==> src/rtl/core/turn_signal_hazard_flasher_top_assert.svh <==
// Assertion macros shared by the flasher RTL.
// Both macros use the clock and reset of the module that invokes them.
`ifndef TURN_SIGNAL_HAZARD_FLASHER_TOP_ASSERT_SVH
`define TURN_SIGNAL_HAZARD_FLASHER_TOP_ASSERT_SVH

`ifndef SYNTH

// cond must hold at every clock edge outside reset
`define TSF_ASSERT_HOLD(label, cond) \
   label: assert property (@(posedge clock) disable iff (reset) (cond)) \
      else $error("flasher assertion failed");

// when ante holds, cons must hold in the same cycle
`define TSF_ASSERT_IMPLY(label, ante, cons) \
   label: assert property (@(posedge clock) disable iff (reset) (ante) |-> (cons)) \
      else $error("flasher assertion failed");

`else

`define TSF_ASSERT_HOLD(label, cond)
`define TSF_ASSERT_IMPLY(label, ante, cons)

`endif

`endif

==> src/rtl/core/tsf_pkg.sv <==
package tsf_pkg;

   // Fixed widths of the configuration registers
   localparam int THR_WIDTH  = 8;
   localparam int INTV_WIDTH = 16;
   localparam int CSR_IDX_WIDTH  = 8;
   localparam int CSR_DATA_WIDTH = 16;

   // Register reset values
   localparam logic [THR_WIDTH-1:0]  THR_RESET  = 8'd20;
   localparam logic [INTV_WIDTH-1:0] INTV_RESET = 16'd333;

   // Register indexes
   localparam logic [CSR_IDX_WIDTH-1:0] CSR_IDX_THRESHOLD = 8'd0;
   localparam logic [CSR_IDX_WIDTH-1:0] CSR_IDX_INTERVAL  = 8'd1;

   // Flasher modes
   typedef enum logic [1:0] {
      MODE_OFF    = 2'd0,
      MODE_RIGHT  = 2'd1,
      MODE_LEFT   = 2'd2,
      MODE_HAZARD = 2'd3
   } mode_type;

   // One flag per button, bit 0 right, bit 1 left, bit 2 hazard
   typedef struct packed {
      logic hazard;
      logic left;
      logic right;
   } btn_set_type;

endpackage

==> src/rtl/core/turn_signal_hazard_flasher_top.sv <==
// Turn-signal and hazard flasher with debounced active-low buttons. Each request
// is one scan tick and yields exactly one response with the lamp levels and mode
// after that tick. A request is taken each cycle that req_tready is high: the tick
// is worked out in one pass through the press counters and mode logic, and the state
// registers themselves are the response register. A response not yet taken holds
// req_tready low until rsp_tready rises, so throughput is one tick per cycle
// whenever the response side keeps up. Register writes (index 0 debounce
// threshold, index 1 blink interval) are always accepted; other indexes are
// ignored.
module turn_signal_hazard_flasher_top
   import tsf_pkg::*;
#(
   parameter int COUNT_WIDTH = 8,
   parameter int TIMER_WIDTH = 16
) (
   input  logic                      clock,
   input  logic                      reset,
   // request channel
   input  logic                      req_tvalid,
   output logic                      req_tready,
   input  logic [7:0]                req_tdata,   // right_button, left_button, hazard_button
   // response channel
   output logic                      rsp_tvalid,
   input  logic                      rsp_tready,
   output logic [7:0]                rsp_tdata,   // right_lamp, left_lamp, mode[1:0]
   // register writes
   input  logic                      csr_valid,
   output logic                      csr_ready,
   input  logic [CSR_IDX_WIDTH-1:0]  csr_index,
   input  logic [CSR_DATA_WIDTH-1:0] csr_data
);

   logic                  req_fire;
   logic                  rsp_valid_ff, rsp_valid_in;
   logic [THR_WIDTH-1:0]  thr_ff;
   logic [INTV_WIDTH-1:0] intv_ff;
   btn_set_type           edges;
   logic [1:0]            lamps;
   mode_type              mode;

   // Handshake: take a request when the response slot is free or draining
   assign req_tready   = !rsp_valid_ff || rsp_tready;
   assign req_fire     = req_tvalid && req_tready;
   assign rsp_valid_in = req_fire || (rsp_valid_ff && !rsp_tready);

   always_ff @(posedge clock) begin
      if (reset) begin
         rsp_valid_ff <= 1'b0;
      end else begin
         rsp_valid_ff <= rsp_valid_in;
      end
   end

   // Configuration registers
   assign csr_ready = 1'b1;

   always_ff @(posedge clock) begin
      if (reset) begin
         thr_ff  <= THR_RESET;
         intv_ff <= INTV_RESET;
      end else if (csr_valid) begin
         if (csr_index == CSR_IDX_THRESHOLD) begin
            thr_ff <= csr_data[THR_WIDTH-1:0];
         end else if (csr_index == CSR_IDX_INTERVAL) begin
            intv_ff <= csr_data[INTV_WIDTH-1:0];
         end
      end
   end

   tsf_debounce #(
      .COUNT_WIDTH (COUNT_WIDTH)
   ) u_debounce (
      .clock     (clock),
      .reset     (reset),
      .step      (req_fire),
      .btn_n     (req_tdata[2:0]),
      .threshold (thr_ff),
      .edges     (edges)
   );

   tsf_flasher #(
      .TIMER_WIDTH (TIMER_WIDTH)
   ) u_flasher (
      .clock    (clock),
      .reset    (reset),
      .step     (req_fire),
      .edges    (edges),
      .interval (intv_ff),
      .lamps    (lamps),
      .mode     (mode)
   );

   assign rsp_tvalid = rsp_valid_ff;
   assign rsp_tdata  = {4'b0000, mode, lamps[1], lamps[0]};

endmodule

==> src/rtl/core/tsf_debounce.sv <==
module tsf_debounce
   import tsf_pkg::*;
#(
   parameter int COUNT_WIDTH = 8
) (
   input  logic                 clock,
   input  logic                 reset,
   input  logic                 step,       // request accepted this cycle
   input  logic [2:0]           btn_n,      // right, left, hazard; low = pressed
   input  logic [THR_WIDTH-1:0] threshold,
   output btn_set_type          edges       // rising edges of debounced levels
);

   localparam int CMP_W = (COUNT_WIDTH > THR_WIDTH) ? COUNT_WIDTH : THR_WIDTH;

   logic [COUNT_WIDTH-1:0] cnt_ff [3];
   logic [COUNT_WIDTH-1:0] cnt_in [3];
   logic [2:0]             deb_ff;
   logic [2:0]             deb_in;

   // Press counters: clear on release, saturate at all ones
   always_comb begin
      for (int i = 0; i < 3; i++) begin
         if (btn_n[i]) begin
            cnt_in[i] = '0;
         end else if (&cnt_ff[i]) begin
            cnt_in[i] = cnt_ff[i];
         end else begin
            cnt_in[i] = cnt_ff[i] + 1'b1;
         end
         deb_in[i] = CMP_W'(cnt_in[i]) > CMP_W'(threshold);
      end
   end

   assign edges = btn_set_type'(deb_in & ~deb_ff);

   always_ff @(posedge clock) begin
      if (reset) begin
         for (int i = 0; i < 3; i++) begin
            cnt_ff[i] <= '0;
         end
         deb_ff <= '0;
      end else if (step) begin
         for (int i = 0; i < 3; i++) begin
            cnt_ff[i] <= cnt_in[i];
         end
         deb_ff <= deb_in;
      end
   end

endmodule

==> src/rtl/core/tsf_flasher.sv <==
`include "turn_signal_hazard_flasher_top_assert.svh"

module tsf_flasher
   import tsf_pkg::*;
#(
   parameter int TIMER_WIDTH = 16
) (
   input  logic                  clock,
   input  logic                  reset,
   input  logic                  step,
   input  btn_set_type           edges,
   input  logic [INTV_WIDTH-1:0] interval,
   output logic [1:0]            lamps,     // bit 0 right, bit 1 left
   output mode_type              mode
);

   localparam int CMP_W = (TIMER_WIDTH > INTV_WIDTH) ? TIMER_WIDTH : INTV_WIDTH;

   mode_type               mode_ff, mode_in, mode_pick;
   logic [1:0]             lamp_ff, lamp_in, sel;
   logic [TIMER_WIDTH-1:0] timer_ff, timer_in, timer_inc;

   // Lamps that blink in a given mode
   function automatic logic [1:0] blink_mask(mode_type m);
      case (m)
         MODE_RIGHT:  blink_mask = 2'b01;
         MODE_LEFT:   blink_mask = 2'b10;
         MODE_HAZARD: blink_mask = 2'b11;
         default:     blink_mask = 2'b00;
      endcase
   endfunction

   // Mode selection, hazard first, then right, then left
   always_comb begin
      if (edges.hazard) begin
         mode_pick = (mode_ff == MODE_HAZARD) ? MODE_OFF : MODE_HAZARD;
      end else if (edges.right) begin
         mode_pick = (mode_ff == MODE_RIGHT) ? MODE_OFF : MODE_RIGHT;
      end else if (edges.left) begin
         mode_pick = (mode_ff == MODE_LEFT) ? MODE_OFF : MODE_LEFT;
      end else begin
         mode_pick = mode_ff;
      end
   end

   // Saturating tick timer
   assign timer_inc = (&timer_ff) ? timer_ff : timer_ff + 1'b1;
   assign sel       = blink_mask(mode_ff);

   // Mode change restarts blinking, otherwise toggle once the interval is passed
   always_comb begin
      mode_in  = mode_ff;
      lamp_in  = lamp_ff;
      timer_in = timer_inc;
      if (mode_pick != mode_ff) begin
         mode_in  = mode_pick;
         lamp_in  = 2'b11;
         timer_in = '0;
      end else if (CMP_W'(timer_inc) > CMP_W'(interval)) begin
         lamp_in  = (lamp_ff ^ sel) | ~sel;
         timer_in = '0;
      end
   end

   always_ff @(posedge clock) begin
      if (reset) begin
         mode_ff  <= MODE_OFF;
         lamp_ff  <= 2'b11;
         timer_ff <= '0;
      end else if (step) begin
         mode_ff  <= mode_in;
         lamp_ff  <= lamp_in;
         timer_ff <= timer_in;
      end
   end

   assign lamps = lamp_ff;
   assign mode  = mode_ff;

   // A lamp outside the selected side is always held high
   `TSF_ASSERT_IMPLY(a_right_holds_left, mode_ff == MODE_RIGHT, lamp_ff[1])
   `TSF_ASSERT_IMPLY(a_left_holds_right, mode_ff == MODE_LEFT, lamp_ff[0])
   `TSF_ASSERT_IMPLY(a_off_both_high, mode_ff == MODE_OFF, lamp_ff == 2'b11)
   // Hazard lamps start together and toggle together
   `TSF_ASSERT_IMPLY(a_hazard_in_phase, mode_ff == MODE_HAZARD, lamp_ff[0] == lamp_ff[1])
   // A mode change leaves both lamps high and the timer restarted
   `TSF_ASSERT_IMPLY(a_change_restart, !$past(reset) && mode_ff != $past(mode_ff), lamp_ff == 2'b11 && timer_ff == '0)

endmodule
==> config.mk <==
export PLATFORM = sky130hd
export DESIGN_NAME = turn_signal_hazard_flasher_top
export DESIGN_NICKNAME = d
export VERILOG_FILES = /design/src/rtl/core/tsf_pkg.sv /design/src/rtl/core/turn_signal_hazard_flasher_top.sv /design/src/rtl/core/tsf_debounce.sv /design/src/rtl/core/tsf_flasher.sv
export VERILOG_INCLUDE_DIRS = /design/src /design/src/rtl/core
export SDC_FILE = /design/constraint.sdc
export NUM_CORES = 1
export LEC_CHECK = 0
export ABC_AREA = 0
export BUFFER_PORTS_ARGS = -buffer_cell sky130_fd_sc_hd__clkbuf_2
export CELL_PAD_IN_SITES_DETAIL_PLACEMENT = 2
export CELL_PAD_IN_SITES_GLOBAL_PLACEMENT = 2
export CORE_MARGIN = 2
export CORE_UTILIZATION = 35
export CTS_BUF_LIST = sky130_fd_sc_hd__clkbuf_4
export DETAILED_ROUTE_END_ITERATION = 6
export HOLD_SLACK_MARGIN = 0.02
export MAX_ROUTING_LAYER = met4
export PLACE_DENSITY = 0.77
export SETUP_SLACK_MARGIN = 0.5
export SLEW_MARGIN = 30
export SYNTH_ARGS = -nofsm -noshare
export SYNTH_HDL_FRONTEND = slang
export SYNTH_HIERARCHICAL = 1
export SYNTH_SLANG_ARGS = --single-unit
==> constraint.sdc <==
create_clock -name clock -period 2.9 [get_ports clock]
set_input_delay 0.145 -clock clock [delete_from_list [all_inputs] [get_ports clock]]
set_output_delay 0.145 -clock clock [all_outputs]
set_load 0.005 [all_outputs]
# Yosys cells after proc, flatten, opt, wreduce, memory -nomap -nowiden
# Memories as Yosys holds them, arrays and structs flattened.
# Index checks and enable logic that the tools add are counted.
word_totals:
  reg_bits: 48
  ramBits: 24
  inputBits: 37
  out_inout_bits: 11
  elab_cells: 72
  n_memories: 1
op_classes:
  addsub: 4
  order_cmp: 4
  n_eq_ne: 5
  n_mux: 26
  bitwise_logic: 9
  reduce_logical: 16
memory_table:
  columns: ["memory", "depth", "width", "read_ports", "rd_ports_with_merged_regs", "wr", "line", "source"]
  rows:
  - ["u_debounce.cnt_ff", 3, 8, 3, 0, 3, "tsf_debounce.sv:16", "logic [COUNT_WIDTH-1:0] cnt_ff [3];"]
ops:
  columns: ["operator", "n"]
  rows:
  - ["$mux 8", 9]
  - ["$mux 16", 3]
  - ["$add 8x1->8 const B", 3]
  - ["$gt 8x8->1", 3]
  - ["$reduce_and 8->1", 3]
  - ["$add 16x1->16 const B", 1]
  - ["$gt 16x16->1", 1]
  - ["$reduce_and 16->1", 1]
  - ["$mux 2", 7]
  - ["$eq 8x1->1 const B", 1]
  - ["$logic_not 8->1", 1]
  - ["$mux 1", 6]
  - ["$pmux 2 s3", 1]
  - ["$reduce_and 2->1", 3]
  - ["$eq 2x2->1 const B", 2]
  - ["$and 3x3->3", 1]
  - ["$not 3->3", 1]
  - ["$or 1x1->1", 3]
  - ["$reduce_and 3->1", 1]
  - ["$eq 2x1->1 const B", 1]
  - ["$logic_and 1x1->1", 2]
  - ["$logic_not 1->1", 2]
  - ["$logic_or 1x1->1", 2]
  - ["$ne 2x2->1", 1]
  - ["5 further kinds", 5]

# Longest topological paths before layout
# Gate-level depths: netlist (run 1).
# An unclocked memory read counts as a cell.
logic_depth:
  depth_word: 12
  depth_mapped: 17
  depth_no_buf: 15

# Hierarchy
# The synthesis (run 1) kept the hierarchy.
modules_own_cells:
  columns: ["module", "n_inst", "cells_per_inst", "area_each_um2", "seq_area_each_um2"]
  rows:
  - ["tsf_debounce", 1, 246, 2257.2, 780.7]
  - ["tsf_flasher", 1, 215, 1749.2, 400.4]
  - ["turn_signal_hazard_flasher_top", 1, 120, 1103.6, 500.5]

# Worst setup path before layout (run 1)
# Ideal clock, no wire load.
synth_timing:
  kind: "register to register"
  from: "memory u_debounce.cnt_ff[2][0], in the netlist u_debounce/cnt_ff[0][16]"
  to: "register u_flasher.timer_ff[6]"
  setup_ns: 0.079
  arrival_ns: 3.159
  required_time_ns: 2.821
  path_slack_ns: -0.338
  path_stages_with_launch: 18
  n_path_buf: 2
  synth_period_minus_slack_ns: 3.238
  path_cell_list: "edfxtp_1 -> ha_1 -> and2_1 -> nand3_1 -> mux2i_1 -> nor2_1 -> ha_1 -> nor2b_1 -> o211a_1 -> o21ai_0 -> a211oi_1 -> clkbuf_1 -> nor3_1 -> nand2b_1 -> nor4_2 -> o21ai_2 -> buf_6 -> a211oi_2"
synth_rtl:
  columns: ["item", "line", "source"]
  rows:
  - ["start, declared", "tsf_debounce.sv:16", null]
  - ["end signal, assigned", "tsf_flasher.sv:73", "timer_ff <= timer_in;"]
  - ["end, declared", "tsf_flasher.sv:21", "logic [TIMER_WIDTH-1:0] timer_ff, timer_in, timer_inc;"]

==> run metrics, run 1 <==
outcome finished, violations left; failing checks setup timing; Core Region 0.0144 mm2; Clock Power Share 24.6%; Rel. slew slack 33.2%; Final Instance Area 0.00758 mm2; CP max FO 12; final net count 870; top cells by count, synth nor2_1 (81), dfxtp_1 (48), ha_1 (44), nand2_1 (34), inv_1 (31); Die Ht 125 um; hpwl dp 14.3 mm; vias in the first global route 6528; synth-to-layout area growth 48.4%; CTS tree yes; Routed WL per cell 30.8 um; sequential area share after synthesis 32.9%; power per cell area 326 mW/mm2; layout cell share with drive strength beyond 1 41.7%; Max H-tree Level 3; Async SR Flop Fraction 0%; clk slew on worst S/H paths 0.15 ns; DRC 0; worst endpoint required time 3.29 ns; HP Class primary input to flop; total power 2470 uW; remaining antenna violation count after routing 0; Post-synth EDFFs 24; maximum clock path buffer count 2; final setup fails 21; area share of the leading cell type in the synthesized netlist 18.8%; final worst slack -1.00 ns; Clock Latency Late Sink 0.48 ns; Fin. Hold Viols 0; count leader, synth nor2_1; VDD IR max 0.188 mV; Final Cycle Share 135%; Critical Path Source Type flop; Worst Tran Pin Value 1.00 ns; yosys warns 6; combinational fraction of design power 30.1%; total of max-cap violations 0; Die Area 0.0156 mm2; filler cell count 1531; Switch Pwr 889 uW; largest net degree at the start of global routing 47; Synth area leaders dfxtp_1 (19%), edfxtp_1 (14%), ha_1 (11%); clk root buf clkbuf_4; clock skew 0.0249 ns; type of destination of the critical path flop; DP Area 0.00628 mm2; drt first pass iters 5; Pint 1590 uW; hold_ws 0.129 ns; largest area contributor in the netlist dfxtp_1; Vias/cell 6.11; library cells used by synthesis 71; vias post-DR 5984; GRT Residual Overflow 0; gpl congestion 0.861; sequential group share of total power 45.3%; WP data arrival 4.29 ns; Tmin final 3.90 ns; total CTS buffers 9; IO buf count 37; Syn Std Cell Area 0.00511 mm2; ys flop type dfxtp_1; row cnt 44; die width 125 um; CTS Sinks 72; critical setup path kind flop to flop; RSZ-0062 raised after global routing yes; GRT Resource Usage Total 32.5%; initial antenna violation count 1; first-pass GRT wire length 37.9 mm; starting density of the core 35.4%; final wirelength 30.1 mm; flops & latches, synth 72; top achievable clock speed 0.256 GHz; I/O pin count 48; Avg Cell Area, Syn 8.80 um2; Slew Limit Fails 0; switching share of power 35.9%; Initial DRC Count 532; Post-Syn Instances 581; LEAKAGE 0.00321 uW
-- cells in the final DEF (no fill, tap or decap), types with 8 or more instances in the layout --
cell,instances
buf_4,147
nor2_1,71
dfxtp_1,45
ha_1,38
clkbuf_2,37
inv_1,30
nand2_1,29
nand4_1,24
edfxtp_1,24
nand2b_1,19
a21oi_1,19
dlygate4sd3_1,18
mux2i_1,17
buf_6,17
nand3_1,13
o31ai_1,12
o21ai_0,11
xor2_1,11
clkbuf_4,9
nand3_2,9
xnor2_1,9
o21a_1,8
-- final cells by class --
| type | count | area (um2) | area share [%] |
|---|---|---|---|
| Multi-Input combinational cell | 455 | 3760 | 49.6 |
| Sequential cell | 72 | 1690 | 22.3 |
| Timing Repair Buffer | 220 | 1680 | 22.2 |
| Tap cell | 184 | 230 | 3.04 |
| Inverter | 31 | 116 | 1.53 |
| Clock buffer | 9 | 67.6 | 0.891 |
| Clock inverter | 7 | 28.8 | 0.380 |
| Antenna cell | 1 | 2.50 | 0.0330 |
-- power by group through the flow --
stage | combinational [uW] | clock (uW) | sequential, uW
3_5_place_dp | 431 | 0 | 1130
3_3_place_gp | 394 | 0 | 1130
5_1_grt | 768 | 648 | 1120
2_1_floorplan | 228 | 0 | 1130
6_report | 745 | 609 | 1120
4_1_cts | 547 | 583 | 1110
-- kinds of logic after synthesis --
kind of cell,share of synthesized area (%)
xor gates and xnor gates,4.29
buffers and inverters,4.92
other,0.147
muxes,5.02
AOI/OAI and AO/OA,15.3
DFF,32.9
and+or+nand+nor,26.6
adders and majority gates,10.8
-- layer usage --
layer  share of wire, %  routed length [um]  track usage (%)
met1                 39               11900             34.4
met2                 51               15200             59.5
met3                4.9                1470             5.67
met4                5.1                1520             13.3
met5                  0                   0                -
-- critical path, cell delays in order (launching register included) --
cell	delay [ns]
edfxtp_1	0.47
buf_4	0.19
and3_4	0.19
nand2_2	0.07
mux2i_2	0.29
nor2_1	0.13
ha_1	0.40
nand2_1	0.14
nor2_1	0.07
a211oi_2	0.36
a211oi_2	0.15
buf_4	0.18
nor3_4	0.23
nand2b_1	0.17
nor4_4	0.23
o21ai_2	0.13
buf_12	0.17
a311oi_2	0.21
-- metrics by stage --
stage | std cells | setup TNS (ns) | util [%] | worst slack, ns
4_1_cts | 956 | -6.51 | 49.1 | -0.435
5_1_grt | 979 | -19.59 | 52.6 | -1.12
3_3_place_gp | 879 | -4.42 | 43.5 | -0.367
6_report | 979 | -17.49 | 52.6 | -1.00
2_1_floorplan | 584 | -2.19 | - | -0.216
3_5_place_dp | 879 | -10.47 | 43.5 | -0.687
-- sequential cells by signal, indices dropped and copies added (netlist names) --
signal and flops:
intv_ff 16, rsp_tvalid 1, thr_ff 8, u_debounce/cnt_ff 24
u_debounce/deb_ff 3, u_flasher/lamps 2, u_flasher/mode 2, u_flasher/timer_ff 16
-- path summary, 6_finish.rpt --
check             cells past startpoint                     start  slack (ns)                      end
setup / recovery                     17  u_debounce/cnt_ff[0][16]       -1.00   u_flasher/timer_ff[15]
hold reg to reg                       2                 thr_ff[6]        0.53                thr_ff[6]
setup reg to reg                     17  u_debounce/cnt_ff[0][16]       -1.00   u_flasher/timer_ff[15]
hold / removal                        2              req_tdata[0]        0.13  u_debounce/cnt_ff[0][0]
-- what timing repair did --
item | CTS | global route
cloned | 0 | 0
endpoints found under the hold margin | 24 | 0
setup endpoints to repair | 23 | 25
setup buffers | 43 | 22
pin swaps | 37 | 37
hold buffers | 18 | 0
resized for setup | 50 | 68
(Power assumes the default switching activity.)
==> run 2: changes to the inputs <==
--- a/config.mk
+++ b/config.mk
@@ -11,12 +11,11 @@
 export CELL_PAD_IN_SITES_DETAIL_PLACEMENT = 2
 export CELL_PAD_IN_SITES_GLOBAL_PLACEMENT = 2
 export CORE_MARGIN = 2
-export CORE_UTILIZATION = 35
-export CTS_BUF_LIST = sky130_fd_sc_hd__clkbuf_4
+export CORE_UTILIZATION = 34
 export DETAILED_ROUTE_END_ITERATION = 6
 export HOLD_SLACK_MARGIN = 0.02
 export MAX_ROUTING_LAYER = met4
-export PLACE_DENSITY = 0.77
+export PLACE_DENSITY = 0.75
 export SETUP_SLACK_MARGIN = 0.5
 export SLEW_MARGIN = 30
 export SYNTH_ARGS = -nofsm -noshare
==> run metrics, run 2 (same netlist as run 1, synthesis figures left out) <==
Placed Instances 869; GRT Resource Usage Total 24.4%; CTS tree yes; Vias/cell 5.59; hold_ws 0.0401 ns; largest net degree at the start of global routing 45; final worst slack -0.553 ns; Initial DRC Count 307; final setup fails 20; hold path cells 3; vias in the first global route 5677; Clock Latency Late Sink 0.35 ns; drt first pass iters 4; failing checks setup timing; biggest regs u_debounce/cnt_ff x24, intv_ff x16, u_flasher/timer_ff x16; Core Region 0.0146 mm2; worst r2r path cells 16; post-route insts no fill 911; total of max-cap violations 0; vias post-DR 5096; Rel. slew slack 48.9%; Hold-fix buffers, CTS 0; Die Ht 127 um; CP Cell Sequence buf_6 > and4_1 > o211ai_1 > xor2_1 > nor2_1 > ha_1 > a21oi_2 > nor2_1 > a211oi_2 > a211oi_2 > buf_4 > nor3_4 > nand2b_1 > nor4_4 > o21ai_4 > a311oi_2; Routed WL per cell 22.8 um; critical path depth 16; power per cell area 384 mW/mm2; commonest non-fill, non-tap cell in the layout buf_4; Final Cycle Share 119%; CP top delay family compound AO/OA/AOI/OAI gates; Worst Tran Pin Value 0.765 ns; I/O pin count 48; IO buf count 37; Die Area 0.0160 mm2; total CTS buffers 9; CP max stage cell edfxtp_1; outcome finished, violations left; Fin. Hold Viols 0; max reg flops 24; CP max FO 7; worst endpoint required time 3.15 ns; Slew Limit Fails 0; final net count 803; VDD IR max 0.315 mV; GRT Residual Overflow 0; maximum clock path buffer count 2; critical setup path kind flop to flop; clock skew 0.0100 ns; clk root buf clkbuf_16; LEAKAGE 0.00292 uW; clk slew on worst S/H paths 0.06 ns; crit-path max cell delay 0.41 ns; layout cell share with drive strength beyond 1 37.0%; worst path bufs/invs 2; HP Class primary input to flop; Tmin final 3.45 ns; type of destination of the critical path flop; Critical Path Source Type flop; starting density of the core 35.0%; row cnt 44; DRC 0; synth-to-layout area growth 37.3%; hpwl dp 13.6 mm; first-pass GRT wire length 29.9 mm; top achievable clock speed 0.290 GHz; RSZ-0062 raised after global routing yes; Max H-tree Level 3; most frequent cells in the layout buf_4 (105), nor2_1 (74), dfxtp_1 (42), ha_1 (39), clkbuf_2 (37); Diodes inserted 0; final wirelength 20.7 mm; CTS Sinks 72; Largest Register u_debounce/cnt_ff; die width 127 um; WP data arrival 3.71 ns; remaining antenna violation count after routing 0; gpl congestion 0.828; initial antenna violation count 0
[run 2: path summary, 6_finish.rpt]
kind / startpoint / end / slack [ns]
worst max-delay path: u_debounce/cnt_ff[0][16] / u_flasher/timer_ff[13] / -0.55
worst min-delay path: csr_data[15] / intv_ff[15] / 0.04
worst max register to register: u_debounce/cnt_ff[0][16] / u_flasher/timer_ff[13] / -0.55
worst min register to register: intv_ff[11] / intv_ff[11] / 0.48
[run 2: final cells by class]
type	count	area, um2
fillers	1565	7570
well taps	184	230
clock buffers	16	272
flip-flops and latches	72	1700
inverters	31	116
repair buffers	153	1100
multi-input cells	455	3600
[run 2: repair_timing]
item | CTS | global route
setup endpoints to repair | 23 | 23
resized for setup | 43 | 46
setup buffers | 17 | 9
pin swaps | 41 | 14
[run 2: worst reg2reg max path, stage by stage (launching register included)]
cell,delay (ns)
edfxtp_1,0.41
buf_6,0.14
and4_1,0.20
o211ai_1,0.12
xor2_1,0.25
nor2_1,0.08
ha_1,0.33
a21oi_2,0.16
nor2_1,0.09
a211oi_2,0.26
a211oi_2,0.13
buf_4,0.16
nor3_4,0.20
nand2b_1,0.11
nor4_4,0.27
o21ai_4,0.17
a311oi_2,0.28
[run 2: where the power goes]
part	switching (uW)	leakage (uW)	internal (uW)
Clock	445	0.000131	629
Sequential	37.0	0.000656	1080
Combinational	278	0.00214	231
[run 2: metrics by stage]
step | worst slack (ns) | cell area [um2] | TNS [ns] | power [uW] | utilization (%)
final | -0.553 | 7010 | -9.19 | 2700 | 48.1
after global routing | -0.795 | 7010 | -13.56 | 2810 | 48.1
after CTS | -0.446 | 6760 | -6.71 | 2660 | 46.4
after detailed placement | -0.771 | 6190 | -11.13 | 1540 | 42.4
after global placement | -0.459 | 6190 | -6.66 | 1510 | 42.4
after floorplan | -0.216 | 5230 | -2.19 | 1360 | -
[run 2: layer usage]
metal  GRT usage [%]  part of all wire (%)  routed length, um  vias to the layer above
met5               -                     0                  0                        -
met4            9.89                   3.7                776                        0
met3            3.08                   3.3                690                       51
met2            42.7                    52              10700                      114
met1            28.3                    41               8530                     2547
li1                -                     -                  -                     2384
